===== src/selective_repeat_receiver_window_top_defines.svh =====
// Assertion macros for the receive window block.
`ifndef SELECTIVE_REPEAT_RECEIVER_WINDOW_TOP_DEFINES_SVH
`define SELECTIVE_REPEAT_RECEIVER_WINDOW_TOP_DEFINES_SVH

// The consequent must hold in the same cycle as the antecedent.
`define SRRW_ASSERT_SAME(label, ante, cons, msg) \
    label: assert property (@(posedge aclk) disable iff (!aresetn) (ante) |-> (cons)) \
        else $error(msg);

// The consequent must hold in the cycle after the antecedent.
`define SRRW_ASSERT_NEXT(label, ante, cons, msg) \
    label: assert property (@(posedge aclk) disable iff (!aresetn) (ante) |=> (cons)) \
        else $error(msg);

`endif


===== src/srrw_pkg.sv =====
`default_nettype none

package srrw_pkg;

    localparam int MAX_WINDOW = 64;
    localparam int IDX_W      = $clog2(MAX_WINDOW);

    localparam logic [1:0] CFG_SEQ_BITS    = 2'd0;
    localparam logic [1:0] CFG_WINDOW_SIZE = 2'd1;
    localparam logic [1:0] CFG_BUF_LIMIT   = 2'd2;
    localparam logic [1:0] CFG_TOTAL_PKTS  = 2'd3;

    typedef enum logic [2:0] {
        ST_IDLE,
        ST_CHECK,
        ST_SLIDE_RD,
        ST_SLIDE_CHK,
        ST_EMIT
    } state_t;

endpackage

`default_nettype wire


===== src/selective_repeat_receiver_window_top.sv =====
`default_nettype none

// Selective-repeat receive window. Each input word carries the sequence number of one
// arriving packet. Each word produces exactly one result word with the acknowledge flag,
// the number of packets released in order by the window slide, and a transfer-done flag.
// The receive marks live in a 64-entry memory with a registered read, so every
// slot visit is a read followed by a check. A dropped word goes from acceptance through
// the check straight to the emit step that loads its result into the output register.
// An acknowledged word first writes its mark; the slide then reads each leading marked
// slot and makes one final read that ends it, before the emit step. The next word is
// accepted after that load at the earliest, once the block is back in idle. A result may
// wait on m_tready while the next word is already being worked on. That word then holds in
// its last step until the output register is free. Configuration writes belong in idle periods.
module selective_repeat_receiver_window_top (
    input  wire logic        aclk,
    input  wire logic        aresetn,
    input  wire logic        cfg_wr_en,
    input  wire logic [1:0]  cfg_index,
    input  wire logic [15:0] cfg_data,
    input  wire logic        s_tvalid,
    output logic             s_tready,
    input  wire logic [15:0] s_tdata,   // [14:0] seq_number
    output logic             m_tvalid,
    input  wire logic        m_tready,
    output logic [15:0]      m_tdata    // [0] ack, [7:1] slid_count, [8] transfer_done
);

    `include "selective_repeat_receiver_window_top_defines.svh"

    localparam int IW = srrw_pkg::IDX_W;

    logic [4:0]  cfg_seq_bits_reg;
    logic [6:0]  cfg_win_size_reg;
    logic [6:0]  cfg_buf_limit_reg;
    logic [15:0] cfg_total_reg;

    srrw_pkg::state_t state_reg, state_next;
    logic [15:0] base_reg, base_next;
    logic [6:0]  held_reg, held_next;
    logic [15:0] rx_total_reg, rx_total_next;
    logic        elig_reg, elig_next;
    logic        ack_reg, ack_next;
    logic [6:0]  slid_reg, slid_next;
    logic        m_tvalid_reg, m_tvalid_next;
    logic        out_ack_reg, out_ack_next;
    logic [6:0]  out_slid_reg, out_slid_next;
    logic        out_done_reg, out_done_next;

    logic                        mark_mem [srrw_pkg::MAX_WINDOW];
    logic [srrw_pkg::MAX_WINDOW-1:0] valid_reg;
    logic                        mem_rdata_reg;
    logic [IW-1:0]               rd_addr_reg;
    logic                        mem_we, mem_wdata, mem_re;
    logic [IW-1:0]               mem_waddr, mem_raddr;
    logic                        mark;

    logic [4:0]  seq_bits;
    logic [15:0] mask;
    logic [15:0] seq16;
    logic [15:0] expected;
    logic        blocked, in_space, in_window, not_done;
    logic [6:0]  win_clamped;
    logic [15:0] left;
    logic [6:0]  win_width;
    logic [15:0] slot_j;

    always_ff @(posedge aclk) begin
        if (!aresetn) begin
            cfg_seq_bits_reg  <= 5'd8;
            cfg_win_size_reg  <= 7'd8;
            cfg_buf_limit_reg <= 7'd8;
            cfg_total_reg     <= 16'd1000;
        end else if (cfg_wr_en) begin
            case (cfg_index)
                srrw_pkg::CFG_SEQ_BITS:    cfg_seq_bits_reg  <= cfg_data[4:0];
                srrw_pkg::CFG_WINDOW_SIZE: cfg_win_size_reg  <= cfg_data[6:0];
                srrw_pkg::CFG_BUF_LIMIT:   cfg_buf_limit_reg <= cfg_data[6:0];
                srrw_pkg::CFG_TOTAL_PKTS:  cfg_total_reg     <= cfg_data;
                default: ;
            endcase
        end
    end

    always_ff @(posedge aclk) begin
        if (mem_we) begin
            mark_mem[mem_waddr] <= mem_wdata;
        end
        if (mem_re) begin
            mem_rdata_reg <= mark_mem[mem_raddr];
            rd_addr_reg   <= mem_raddr;
        end
    end

    always_ff @(posedge aclk) begin
        if (!aresetn) begin
            valid_reg <= '0;
        end else if (mem_we) begin
            valid_reg[mem_waddr] <= 1'b1;
        end
    end

    assign mark = valid_reg[rd_addr_reg] & mem_rdata_reg;

    always_comb begin
        if (cfg_seq_bits_reg < 5'd2) begin
            seq_bits = 5'd2;
        end else if (cfg_seq_bits_reg > 5'd16) begin
            seq_bits = 5'd16;
        end else begin
            seq_bits = cfg_seq_bits_reg;
        end
        if (cfg_win_size_reg < 7'd1) begin
            win_clamped = 7'd1;
        end else if (cfg_win_size_reg > 7'(srrw_pkg::MAX_WINDOW)) begin
            win_clamped = 7'(srrw_pkg::MAX_WINDOW);
        end else begin
            win_clamped = cfg_win_size_reg;
        end
        mask      = (16'd1 << 4'(seq_bits - 5'd1)) - 16'd1;
        seq16     = {1'b0, s_tdata[14:0]};
        expected  = base_reg & mask;
        blocked   = (held_reg >= cfg_buf_limit_reg) && (seq16 != expected);
        in_space  = (seq16 & ~mask) == 16'd0;
        left      = (cfg_total_reg > base_reg) ? (cfg_total_reg - base_reg) : 16'd0;
        win_width = ({9'd0, win_clamped} < left) ? win_clamped : left[6:0];
        slot_j    = (seq16 - base_reg) & mask;
        in_window = slot_j < {9'd0, win_width};
        not_done  = rx_total_reg < cfg_total_reg;
    end

    always_comb begin
        state_next    = state_reg;
        base_next     = base_reg;
        held_next     = held_reg;
        rx_total_next = rx_total_reg;
        elig_next     = elig_reg;
        ack_next      = ack_reg;
        slid_next     = slid_reg;
        m_tvalid_next = m_tvalid_reg && !m_tready;
        out_ack_next  = out_ack_reg;
        out_slid_next = out_slid_reg;
        out_done_next = out_done_reg;
        mem_we        = 1'b0;
        mem_wdata     = 1'b0;
        mem_waddr     = base_reg[IW-1:0];
        mem_re        = 1'b0;
        mem_raddr     = base_reg[IW-1:0];
        s_tready      = 1'b0;

        case (state_reg)
            srrw_pkg::ST_IDLE: begin
                s_tready  = 1'b1;
                mem_raddr = base_reg[IW-1:0] + slot_j[IW-1:0];
                if (s_tvalid) begin
                    mem_re     = 1'b1;
                    elig_next  = not_done && !blocked && in_space && in_window;
                    ack_next   = 1'b0;
                    slid_next  = 7'd0;
                    state_next = srrw_pkg::ST_CHECK;
                end
            end
            srrw_pkg::ST_CHECK: begin
                if (elig_reg && !mark) begin
                    mem_we        = 1'b1;
                    mem_wdata     = 1'b1;
                    mem_waddr     = rd_addr_reg;
                    held_next     = held_reg + 7'd1;
                    rx_total_next = rx_total_reg + 16'd1;
                    ack_next      = 1'b1;
                    state_next    = srrw_pkg::ST_SLIDE_RD;
                end else begin
                    state_next = srrw_pkg::ST_EMIT;
                end
            end
            srrw_pkg::ST_SLIDE_RD: begin
                mem_re     = 1'b1;
                state_next = srrw_pkg::ST_SLIDE_CHK;
            end
            srrw_pkg::ST_SLIDE_CHK: begin
                if ((base_reg < cfg_total_reg) && mark) begin
                    mem_we    = 1'b1;
                    mem_wdata = 1'b0;
                    base_next = base_reg + 16'd1;
                    if (held_reg != 7'd0) begin
                        held_next = held_reg - 7'd1;
                    end
                    if (slid_reg != 7'd127) begin
                        slid_next = slid_reg + 7'd1;
                    end
                    state_next = srrw_pkg::ST_SLIDE_RD;
                end else begin
                    state_next = srrw_pkg::ST_EMIT;
                end
            end
            srrw_pkg::ST_EMIT: begin
                if (!m_tvalid_reg || m_tready) begin
                    m_tvalid_next = 1'b1;
                    out_ack_next  = ack_reg;
                    out_slid_next = slid_reg;
                    out_done_next = rx_total_reg >= cfg_total_reg;
                    state_next    = srrw_pkg::ST_IDLE;
                end
            end
            default: begin
                state_next = srrw_pkg::ST_IDLE;
            end
        endcase
    end

    always_ff @(posedge aclk) begin
        if (!aresetn) begin
            state_reg    <= srrw_pkg::ST_IDLE;
            base_reg     <= 16'd0;
            held_reg     <= 7'd0;
            rx_total_reg <= 16'd0;
            m_tvalid_reg <= 1'b0;
        end else begin
            state_reg    <= state_next;
            base_reg     <= base_next;
            held_reg     <= held_next;
            rx_total_reg <= rx_total_next;
            m_tvalid_reg <= m_tvalid_next;
        end
    end

    always_ff @(posedge aclk) begin
        elig_reg     <= elig_next;
        ack_reg      <= ack_next;
        slid_reg     <= slid_next;
        out_ack_reg  <= out_ack_next;
        out_slid_reg <= out_slid_next;
        out_done_reg <= out_done_next;
    end

    assign m_tvalid = m_tvalid_reg;
    assign m_tdata  = {7'd0, out_done_reg, out_slid_reg, out_ack_reg};

    `SRRW_ASSERT_SAME(a_mem_port_exclusive, mem_we, !mem_re,
        "Mark memory read and write issued in the same cycle.")
    `SRRW_ASSERT_SAME(a_held_bound, 1'b1, held_reg <= 7'(srrw_pkg::MAX_WINDOW),
        "Held packet count exceeds the window capacity.")
    `SRRW_ASSERT_SAME(a_slide_needs_ack, m_tvalid, (m_tdata[7:1] == 7'd0) || m_tdata[0],
        "Window slid on a word that was not acknowledged.")
    `SRRW_ASSERT_NEXT(a_accept_to_check, s_tvalid && s_tready,
        state_reg == srrw_pkg::ST_CHECK,
        "Accepted word did not move on to the mark check.")

endmodule

`default_nettype wire


===== config.mk =====
export PLATFORM = sky130hd
export DESIGN_NAME = selective_repeat_receiver_window_top
export DESIGN_NICKNAME = d
export VERILOG_FILES = /design/src/srrw_pkg.sv /design/src/selective_repeat_receiver_window_top.sv
export VERILOG_INCLUDE_DIRS = /design/src /design/src/src
export SDC_FILE = /design/constraint.sdc
export NUM_CORES = 1
export LEC_CHECK = 0
export BUFFER_PORTS_ARGS = -buffer_cell sky130_fd_sc_hd__buf_2
export CAP_MARGIN = 20
export CORE_MARGIN = 8
export CORE_UTILIZATION = 24
export CTS_CLUSTER_SIZE = 25
export DETAILED_ROUTE_END_ITERATION = 7
export GPL_TIMING_DRIVEN = 0
export SYNTH_ARGS = -nofsm -noshare
export SYNTH_HDL_FRONTEND = slang
export SYNTH_SLANG_ARGS = --single-unit

===== constraint.sdc =====
create_clock -name aclk -period 5.4 [get_ports aclk]
set_clock_uncertainty 0.15 [all_clocks]
set_input_delay 0.54 -clock aclk [delete_from_list [all_inputs] [get_ports aclk]]
set_output_delay 0.54 -clock aclk [all_outputs]
set_load 0.05 [all_outputs]

==> results.json, run 1 <==
{
  "slowest_delay_ns": 0.35,
  "ys_warn_count": 0,
  "io_buffers": 48,
  "dpl.hpwl_mm": 29.55,
  "antenna_found_initial": 0,
  "ys_seq_area_frac": 0.4153,
  "synthesis.area_um2": 13280,
  "yosysMostFrequentCell": "nand2_1",
  "powerDensity_nw_per_um2": 262.3,
  "tightestPinTransition_ns": 1.018,
  "grt_pass1_wl_mm": 62.65,
  "synthArstFlopShare": 0,
  "cp.arrival_ns": 5.99,
  "antenna_cells": 0,
  "root_buffer": "clkbuf_16",
  "first_pass_iters": 5,
  "synth_edf_count": 89,
  "antenna_left": 0,
  "cts_sinks": 231,
  "gp_congestion": 0.8645,
  "crit_type": "flip-flop to flip-flop",
  "num_vias": 11300,
  "syn_to_final_growth_pct": 22.28,
  "drive_above_1_share": 0.1851,
  "synthCells": 1434,
  "finalSetupViolations": 1,
  "grt_overflow": 0,
  "nets": 1685,
  "synth_top_area_frac": 0.2141,
  "avgViaCountPerCell": 4.939,
  "cts_inserted_buffers": 26,
  "ioPinCount": 57,
  "finalMaxSlewViolations": 0,
  "track_usage": 0.1223,
  "slew_headroom": 0.3156,
  "wl_per_cell_um": 17.55,
  "ys_ff_latch": 231,
  "cp_top_family": "compound AO/OA/AOI/OAI gates",
  "rows": 86,
  "finalHoldViolations": 0,
  "grt_pass1_vias": 11050,
  "ys_types": 80,
  "drc_errors": 0,
  "required_ns": 5.63,
  "dp_cells": 2192,
  "violations": "setup timing",
  "cts_tree": "yes",
  "status": "finished with violations",
  "cp-end-kind": "flip-flop",
  "place_ws_ns": -1.632,
  "leakagePower_nw": 6.026,
  "instances_no_fill": 2287,
  "yosys_most_used_dff": "dfxtp_1",
  "min_path_type": "primary input to flip-flop",
  "worst_slack_ns": -0.3560,
  "total_power_mw": 4.260,
  "cts.clk_slew.worst_paths_ns": 0.06,
  "synthTopCellsByCount": "160 x nand2_1, 158 x nor2_1, 142 x dfxtp_1",
  "core_area_um2": 54880,
  "ys_top_cells_by_area": "dfxtp_1 21%, edfxtp_1 20%, ha_1 7.4%",
  "layout_min_cycle_time_ns": 5.756,
  "htree_num_levels": 1,
  "clkLatencyLatePin_ns": 0.55,
  "startpoint_type": "flip-flop",
  "cap_violations": 0,
  "rsz0062_at_grt": "true",
  "dieArea_um2": 63120,
  "crit_path_frequent_cell": "a21oi_2",
  "grt_max_degree": 74,
  "vdd_ir_drop_max_uv": 201.3,
  "wl_mm": 40.14,
  "utilization": 0.2959,
  "start_util": 0.2420,
  "cp_slowest_cell": "dfxtp_2",
  "final.period_utilization": 1.066,
  "fmax_mhz": 173.7,
  "syn_avg_cell_area_um2": 9.261,
  "die_y_um": 251.2,
  "drt_iter0_drc": 754,
  "crit_buf_inv": 4,
  "clockBufferDepth": 3,
  "critPathMaxFanout": 8,
  "die_w_um": 251.2,
  "cts_hold_buf": 0,
  "synth_top_cell_by_area": "dfxtp_1"
}
## per-stage QoR
stage	cell area [um^2]	hold WS [ns]	TNS [ns]
2_1_floorplan	13370	0.2503	0
3_3_place_gp	14490	0.2809	-1.541
3_5_place_dp	14500	0.2667	-1.632
4_1_cts	15970	0.07483	-0.6795
5_1_grt	16240	0.1057	-0.5873
6_report	16240	0.09898	-0.3560
## layout make-up
type | instances | area [um^2]
buffer | 67 | 360.3
clock buffer | 36 | 749.5
clock inverter | 12 | 105.1
fill | 5706 | 38640
inverter | 71 | 292.8
multi-input combinational | 1066 | 7674
sequential | 231 | 5543
tap | 704 | 880.8
timing repair buffer | 100 | 634.4
## worst paths after layout
path / startpoint / end / slack (ns) / cells past startpoint
max: base_reg[9] / elig_reg / -0.36 / 29
min: cfg_data[15] / cfg_total_reg[15] / 0.1 / 3
max reg2reg: base_reg[9] / elig_reg / -0.36 / 29
min reg2reg: ack_reg / out_ack_reg / 0.27 / 0
## cell usage in the layout, fill, tap and decap left out, drive strengths merged, types with 10 or more instances in the layout
master  count
nand3      54
mux2i      31
nor2b      12
nand2     162
nor3       27
nand2b     16
a311oi     12
o211ai     18
o21a       77
buf       122
a21o       17
clkbuf     81
nor2      158
a31oi      17
dfxtp     142
edfxtp     89
inv        66
ha         79
and3       17
nand4      14
xnor2      42
or3        13
nor4       17
mux4       19
xor2       29
a21oi      83
o21ai      44
clkinv     10
## worst register-to-register path: cells and delay by family, from the launching register on
kind	cells	cell delay, ns
buffers and inverters	4	0.52
adders and majority gates	3	0.86
and+or+nand+nor	5	0.57
DFF	1	0.35
AOI/OAI and AO/OA	17	3.11
## cell families (layout without fill, tap and decap cells)
family,count (synthesis),after routing,share of synthesized area
AND/OR/NAND/NOR,529,529,0.1872
AO/OA/AOI/OAI,324,324,0.1674
flip-flops,231,231,0.4153
buffers and inverters,143,286,0.04550
adder cells (fa/ha/maj),83,83,0.08046
XOR/XNOR,71,71,0.04682
multiplexers,51,51,0.05672
other,2,8,0.0005655
## power breakdown
part / internal (mW) / total (mW) / switching, mW
combinational: 0.237 / 0.631 / 0.394
clock: 1.02 / 1.76 / 0.740
sequential: 1.84 / 1.87 / 0.0291
total: 3.10 / 4.26 / 1.16
## per-layer routing
layer,track usage,share of wire,vias to the layer above
met5,0,0,-
met4,0.03126,0.026,0
met3,0.01849,0.058,58
met2,0.2139,0.48,316
met1,0.1562,0.44,5507
li1,-,-,5415
## what timing repair did
| action | 4_1_cts | 5_1_grt |
|---|---|---|
| pin swaps | 32 | 31 |
| buffers inserted | 29 | 22 |
| gates resized for setup | 89 | 33 |
| setup endpoints to repair | 1 | 1 |
Power figures use the tool's default switching activity.
==> inputs of run 2 (changes only) <==
--- a/config.mk
+++ b/config.mk
@@ -6,12 +6,13 @@
 export SDC_FILE = /design/constraint.sdc
 export NUM_CORES = 1
 export LEC_CHECK = 0
+export ABC_AREA = 1
 export BUFFER_PORTS_ARGS = -buffer_cell sky130_fd_sc_hd__buf_2
-export CAP_MARGIN = 20
 export CORE_MARGIN = 8
 export CORE_UTILIZATION = 24
 export CTS_CLUSTER_SIZE = 25
 export DETAILED_ROUTE_END_ITERATION = 7
+export GPL_ROUTABILITY_DRIVEN = 0
 export GPL_TIMING_DRIVEN = 0
 export SYNTH_ARGS = -nofsm -noshare
 export SYNTH_HDL_FRONTEND = slang
==> run 2 against run 1 <==
Net effect:
- the run now ends clean
- synthesized cell count increased by 29%
- sequential power hardly changed
- power is 9.1% higher
- cell count is 19% higher
- die area up 3.7%
- utilization decreased by 1.4 points
- area after synthesis increased by 4.0%
- register-to-register slack improved by 0.65 ns
- design area fell by 0.61%
- global-route usage about the same
- worst setup slack better by 0.65 ns
==> results.json, run 2 <==
{
  "startpoint_type": "flip-flop",
  "rows": 88,
  "synth_top_area_frac": 0.2058,
  "cap_violations": 0,
  "crit_path_frequent_cell": "nand2_1",
  "grt_pass1_wl_mm": 65.14,
  "highest_layer": "met4",
  "wl_met2_mm": 18.64,
  "antenna_cells": 0,
  "wl_per_cell_um": 15.39,
  "root_buffer": "clkbuf_16",
  "wl_mm": 41.79,
  "hold_depth": 3,
  "p_sw_mw": 1.357,
  "synth_top_cell_by_area": "dfxtp_1",
  "dp_cells": 2666,
  "sw_frac_of_total": 0.2920,
  "avgViaCountPerCell": 4.541,
  "total_power_mw": 4.648,
  "first_pass_iters": 8,
  "dieArea_um2": 65480,
  "final_cell_mix": "314 x nand2_1, 274 x inv_1, 201 x nor2_1",
  "die_w_um": 255.9,
  "ys_ff_latch": 231,
  "clkLatencyLatePin_ns": 0.55,
  "yosysMostFrequentCell": "nand2_1",
  "grt_pass1_vias": 11730,
  "io_buffers": 47,
  "hp-start": "cfg_data[8]",
  "synth.area.mux_share": 0.0008153,
  "ys_top_cells_by_area": "dfxtp_1 21%, edfxtp_1 19%, nand2_1 8.6%",
  "num_vias": 12330,
  "finalMaxSlewViolations": 0,
  "ys_warn_count": 0,
  "status": "complete, no violations",
  "cts_sinks": 231,
  "synthesis.area_um2": 13810,
  "vdd_ir_drop_max_uv": 225.5,
  "start_util": 0.2412,
  "fin_setup_tns_ns": 0,
  "synth_xor_area_frac": 0.02410,
  "layout_min_cycle_time_ns": 5.108,
  "synthArstFlopShare": 0,
  "track_usage": 0.1224,
  "nFillCells": 6272,
  "synth_edf_count": 89,
  "grt_overflow": 0,
  "drc_errors": 0,
  "powerDensity_nw_per_um2": 288.0,
  "timing.rr.end": "elig_reg",
  "rsz0062_at_grt": "false",
  "synthAdderAreaFrac": 0.07736,
  "intPower_mw": 3.291,
  "finalSetupViolations": 0,
  "fmax_mhz": 195.8,
  "cts_inserted_buffers": 26,
  "rrSetupSlack_ns": 0.29,
  "cts.clk_slew.worst_paths_ns": 0.07,
  "core_area_um2": 57250,
  "slew_headroom": 0.1440,
  "crit_buf_inv": 6,
  "final.period_utilization": 0.9460,
  "instances_no_fill": 2715,
  "required_ns": 5.64,
  "ys_types": 49,
  "whs_endpoint": "cfg_total_reg[8]",
  "crit_type": "flip-flop to flip-flop",
  "yosys.area_share.simple": 0.2316,
  "worstReg2RegStart": "base_reg[12]",
  "ioPinCount": 57,
  "antenna_left": 0,
  "reg2reg_depth": 31,
  "clockBufferDepth": 3,
  "m1WireLength_mm": 19.37,
  "critPathMaxFanout": 10,
  "yosys_most_used_dff": "dfxtp_1",
  "cts_tree": "yes",
  "drt_iter0_drc": 896,
  "finalHoldViolations": 0,
  "synthTopCellsByCount": "316 x nand2_1, 279 x inv_1, 203 x nor2_1",
  "synthCells": 1848,
  "die_y_um": 255.9,
  "min_path_type": "primary input to flip-flop",
  "p_clk_frac": 0.416,
  "cp_top_family": "simple AND/OR/NAND/NOR gates",
  "grt_max_degree": 74,
  "tightestPinTransition_ns": 1.282,
  "utilization": 0.2819,
  "leakagePower_nw": 6.755,
  "syn_to_final_growth_pct": 16.86,
  "holdWs_ns": 0.07066,
  "antenna_found_initial": 0,
  "drive_above_1_share": 0.1026,
  "final_common_cell": "nand2_1",
  "slowest_delay_ns": 0.40,
  "cp_slowest_cell": "ha_1",
  "htree_num_levels": 1,
  "synth_compound_area_frac": 0.1635,
  "p_comb_frac": 0.177,
  "syn_avg_cell_area_um2": 7.474,
  "seqPwrFrac": 0.407,
  "synth_top_family_by_area": "simple AND/OR/NAND/NOR gates",
  "cp-end-kind": "flip-flop",
  "met3_length_mm": 2.523,
  "ys_seq_area_frac": 0.3993,
  "cp.arrival_ns": 5.34,
  "dpl.hpwl_mm": 31.04,
  "nets": 2052
}
==> run 2: timing repair <==
action,CTS,global route
resized for setup,12,25
cloned,0,0
hold buffers,0,0
endpoints found under the setup margin,1,1
buffers inserted,1,0
==> run 2: power groups by stage <==
stage / Combinational (mW) / Sequential [mW] / Clock [mW]
finish: 0.820 / 1.89 / 1.93
global route: 0.905 / 1.90 / 2.03
CTS: 0.805 / 1.89 / 1.96
detailed placement: 0.799 / 1.93 / 0
global placement: 0.796 / 1.93 / 0
floorplan: 0.538 / 1.93 / 0
==> run 2: kinds of logic (layout without fill, tap and decap cells) <==
kind of cell | after synthesis | after routing
xor gates and xnor gates | 38 | 38
buffers and inverters | 358 | 454
adders and majority gates | 83 | 83
other | 2 | 8
DFF | 231 | 231
muxes | 1 | 1
and+or+nand+nor | 722 | 722
AOI/OAI and AO/OA | 413 | 413
==> run 2: how the worst max path moves through the flow <==
| stage | start | to | slack, ns | cells after the start |
|---|---|---|---|---|
| after global routing | base_reg[9] | elig_reg | 0.01 | 32 |
| after detailed placement | base_reg[4] | elig_reg | -0.51 | 31 |
| after global placement | base_reg[4] | elig_reg | -0.54 | 31 |
| after floorplan | base_reg[4] | elig_reg | 1.16 | 32 |
| final | base_reg[12] | elig_reg | 0.29 | 31 |
| after CTS | base_reg[1] | elig_reg | 0.03 | 31 |
==> run 2: per-stage QoR <==
stage	setup WS, ns	cell area, um^2
finish	0.2916	16140
global route	0.01427	16140
CTS	0.02567	16000
detailed placement	-0.5146	15030
global placement	-0.5353	15030
floorplan	1.163	13830
==> run 2: cell type report <==
cell class              count  area [um^2]  area share
multi-input cells        1265         7038      0.4360
clock inverters            16        226.5     0.01403
flip-flops and latches    231         5529      0.3426
repair buffers             48        242.7     0.01504
well taps                 765        957.2     0.05930
plain buffers              58        300.3     0.01860
clock buffers              32        714.4     0.04426
inverters                 300         1132     0.07016
==> run 2: per-layer routing <==
| layer | GRT usage | vias to the layer above |
|---|---|---|
| li1 | - | 6294 |
| met1 | 0.1656 | 5588 |
| met2 | 0.2000 | 374 |
| met3 | 0.01232 | 73 |
| met4 | 0.04582 | 0 |
| met5 | 0 | - |
==> run 2: worst reg2reg max path: cells and delay by family (launching register included) <==
family          cells  cell delay, ns
simple gates       17            1.86
flops               1            0.38
compound gates      5            0.77
fa+ha+maj           3            0.99
buf+inv             6            0.80
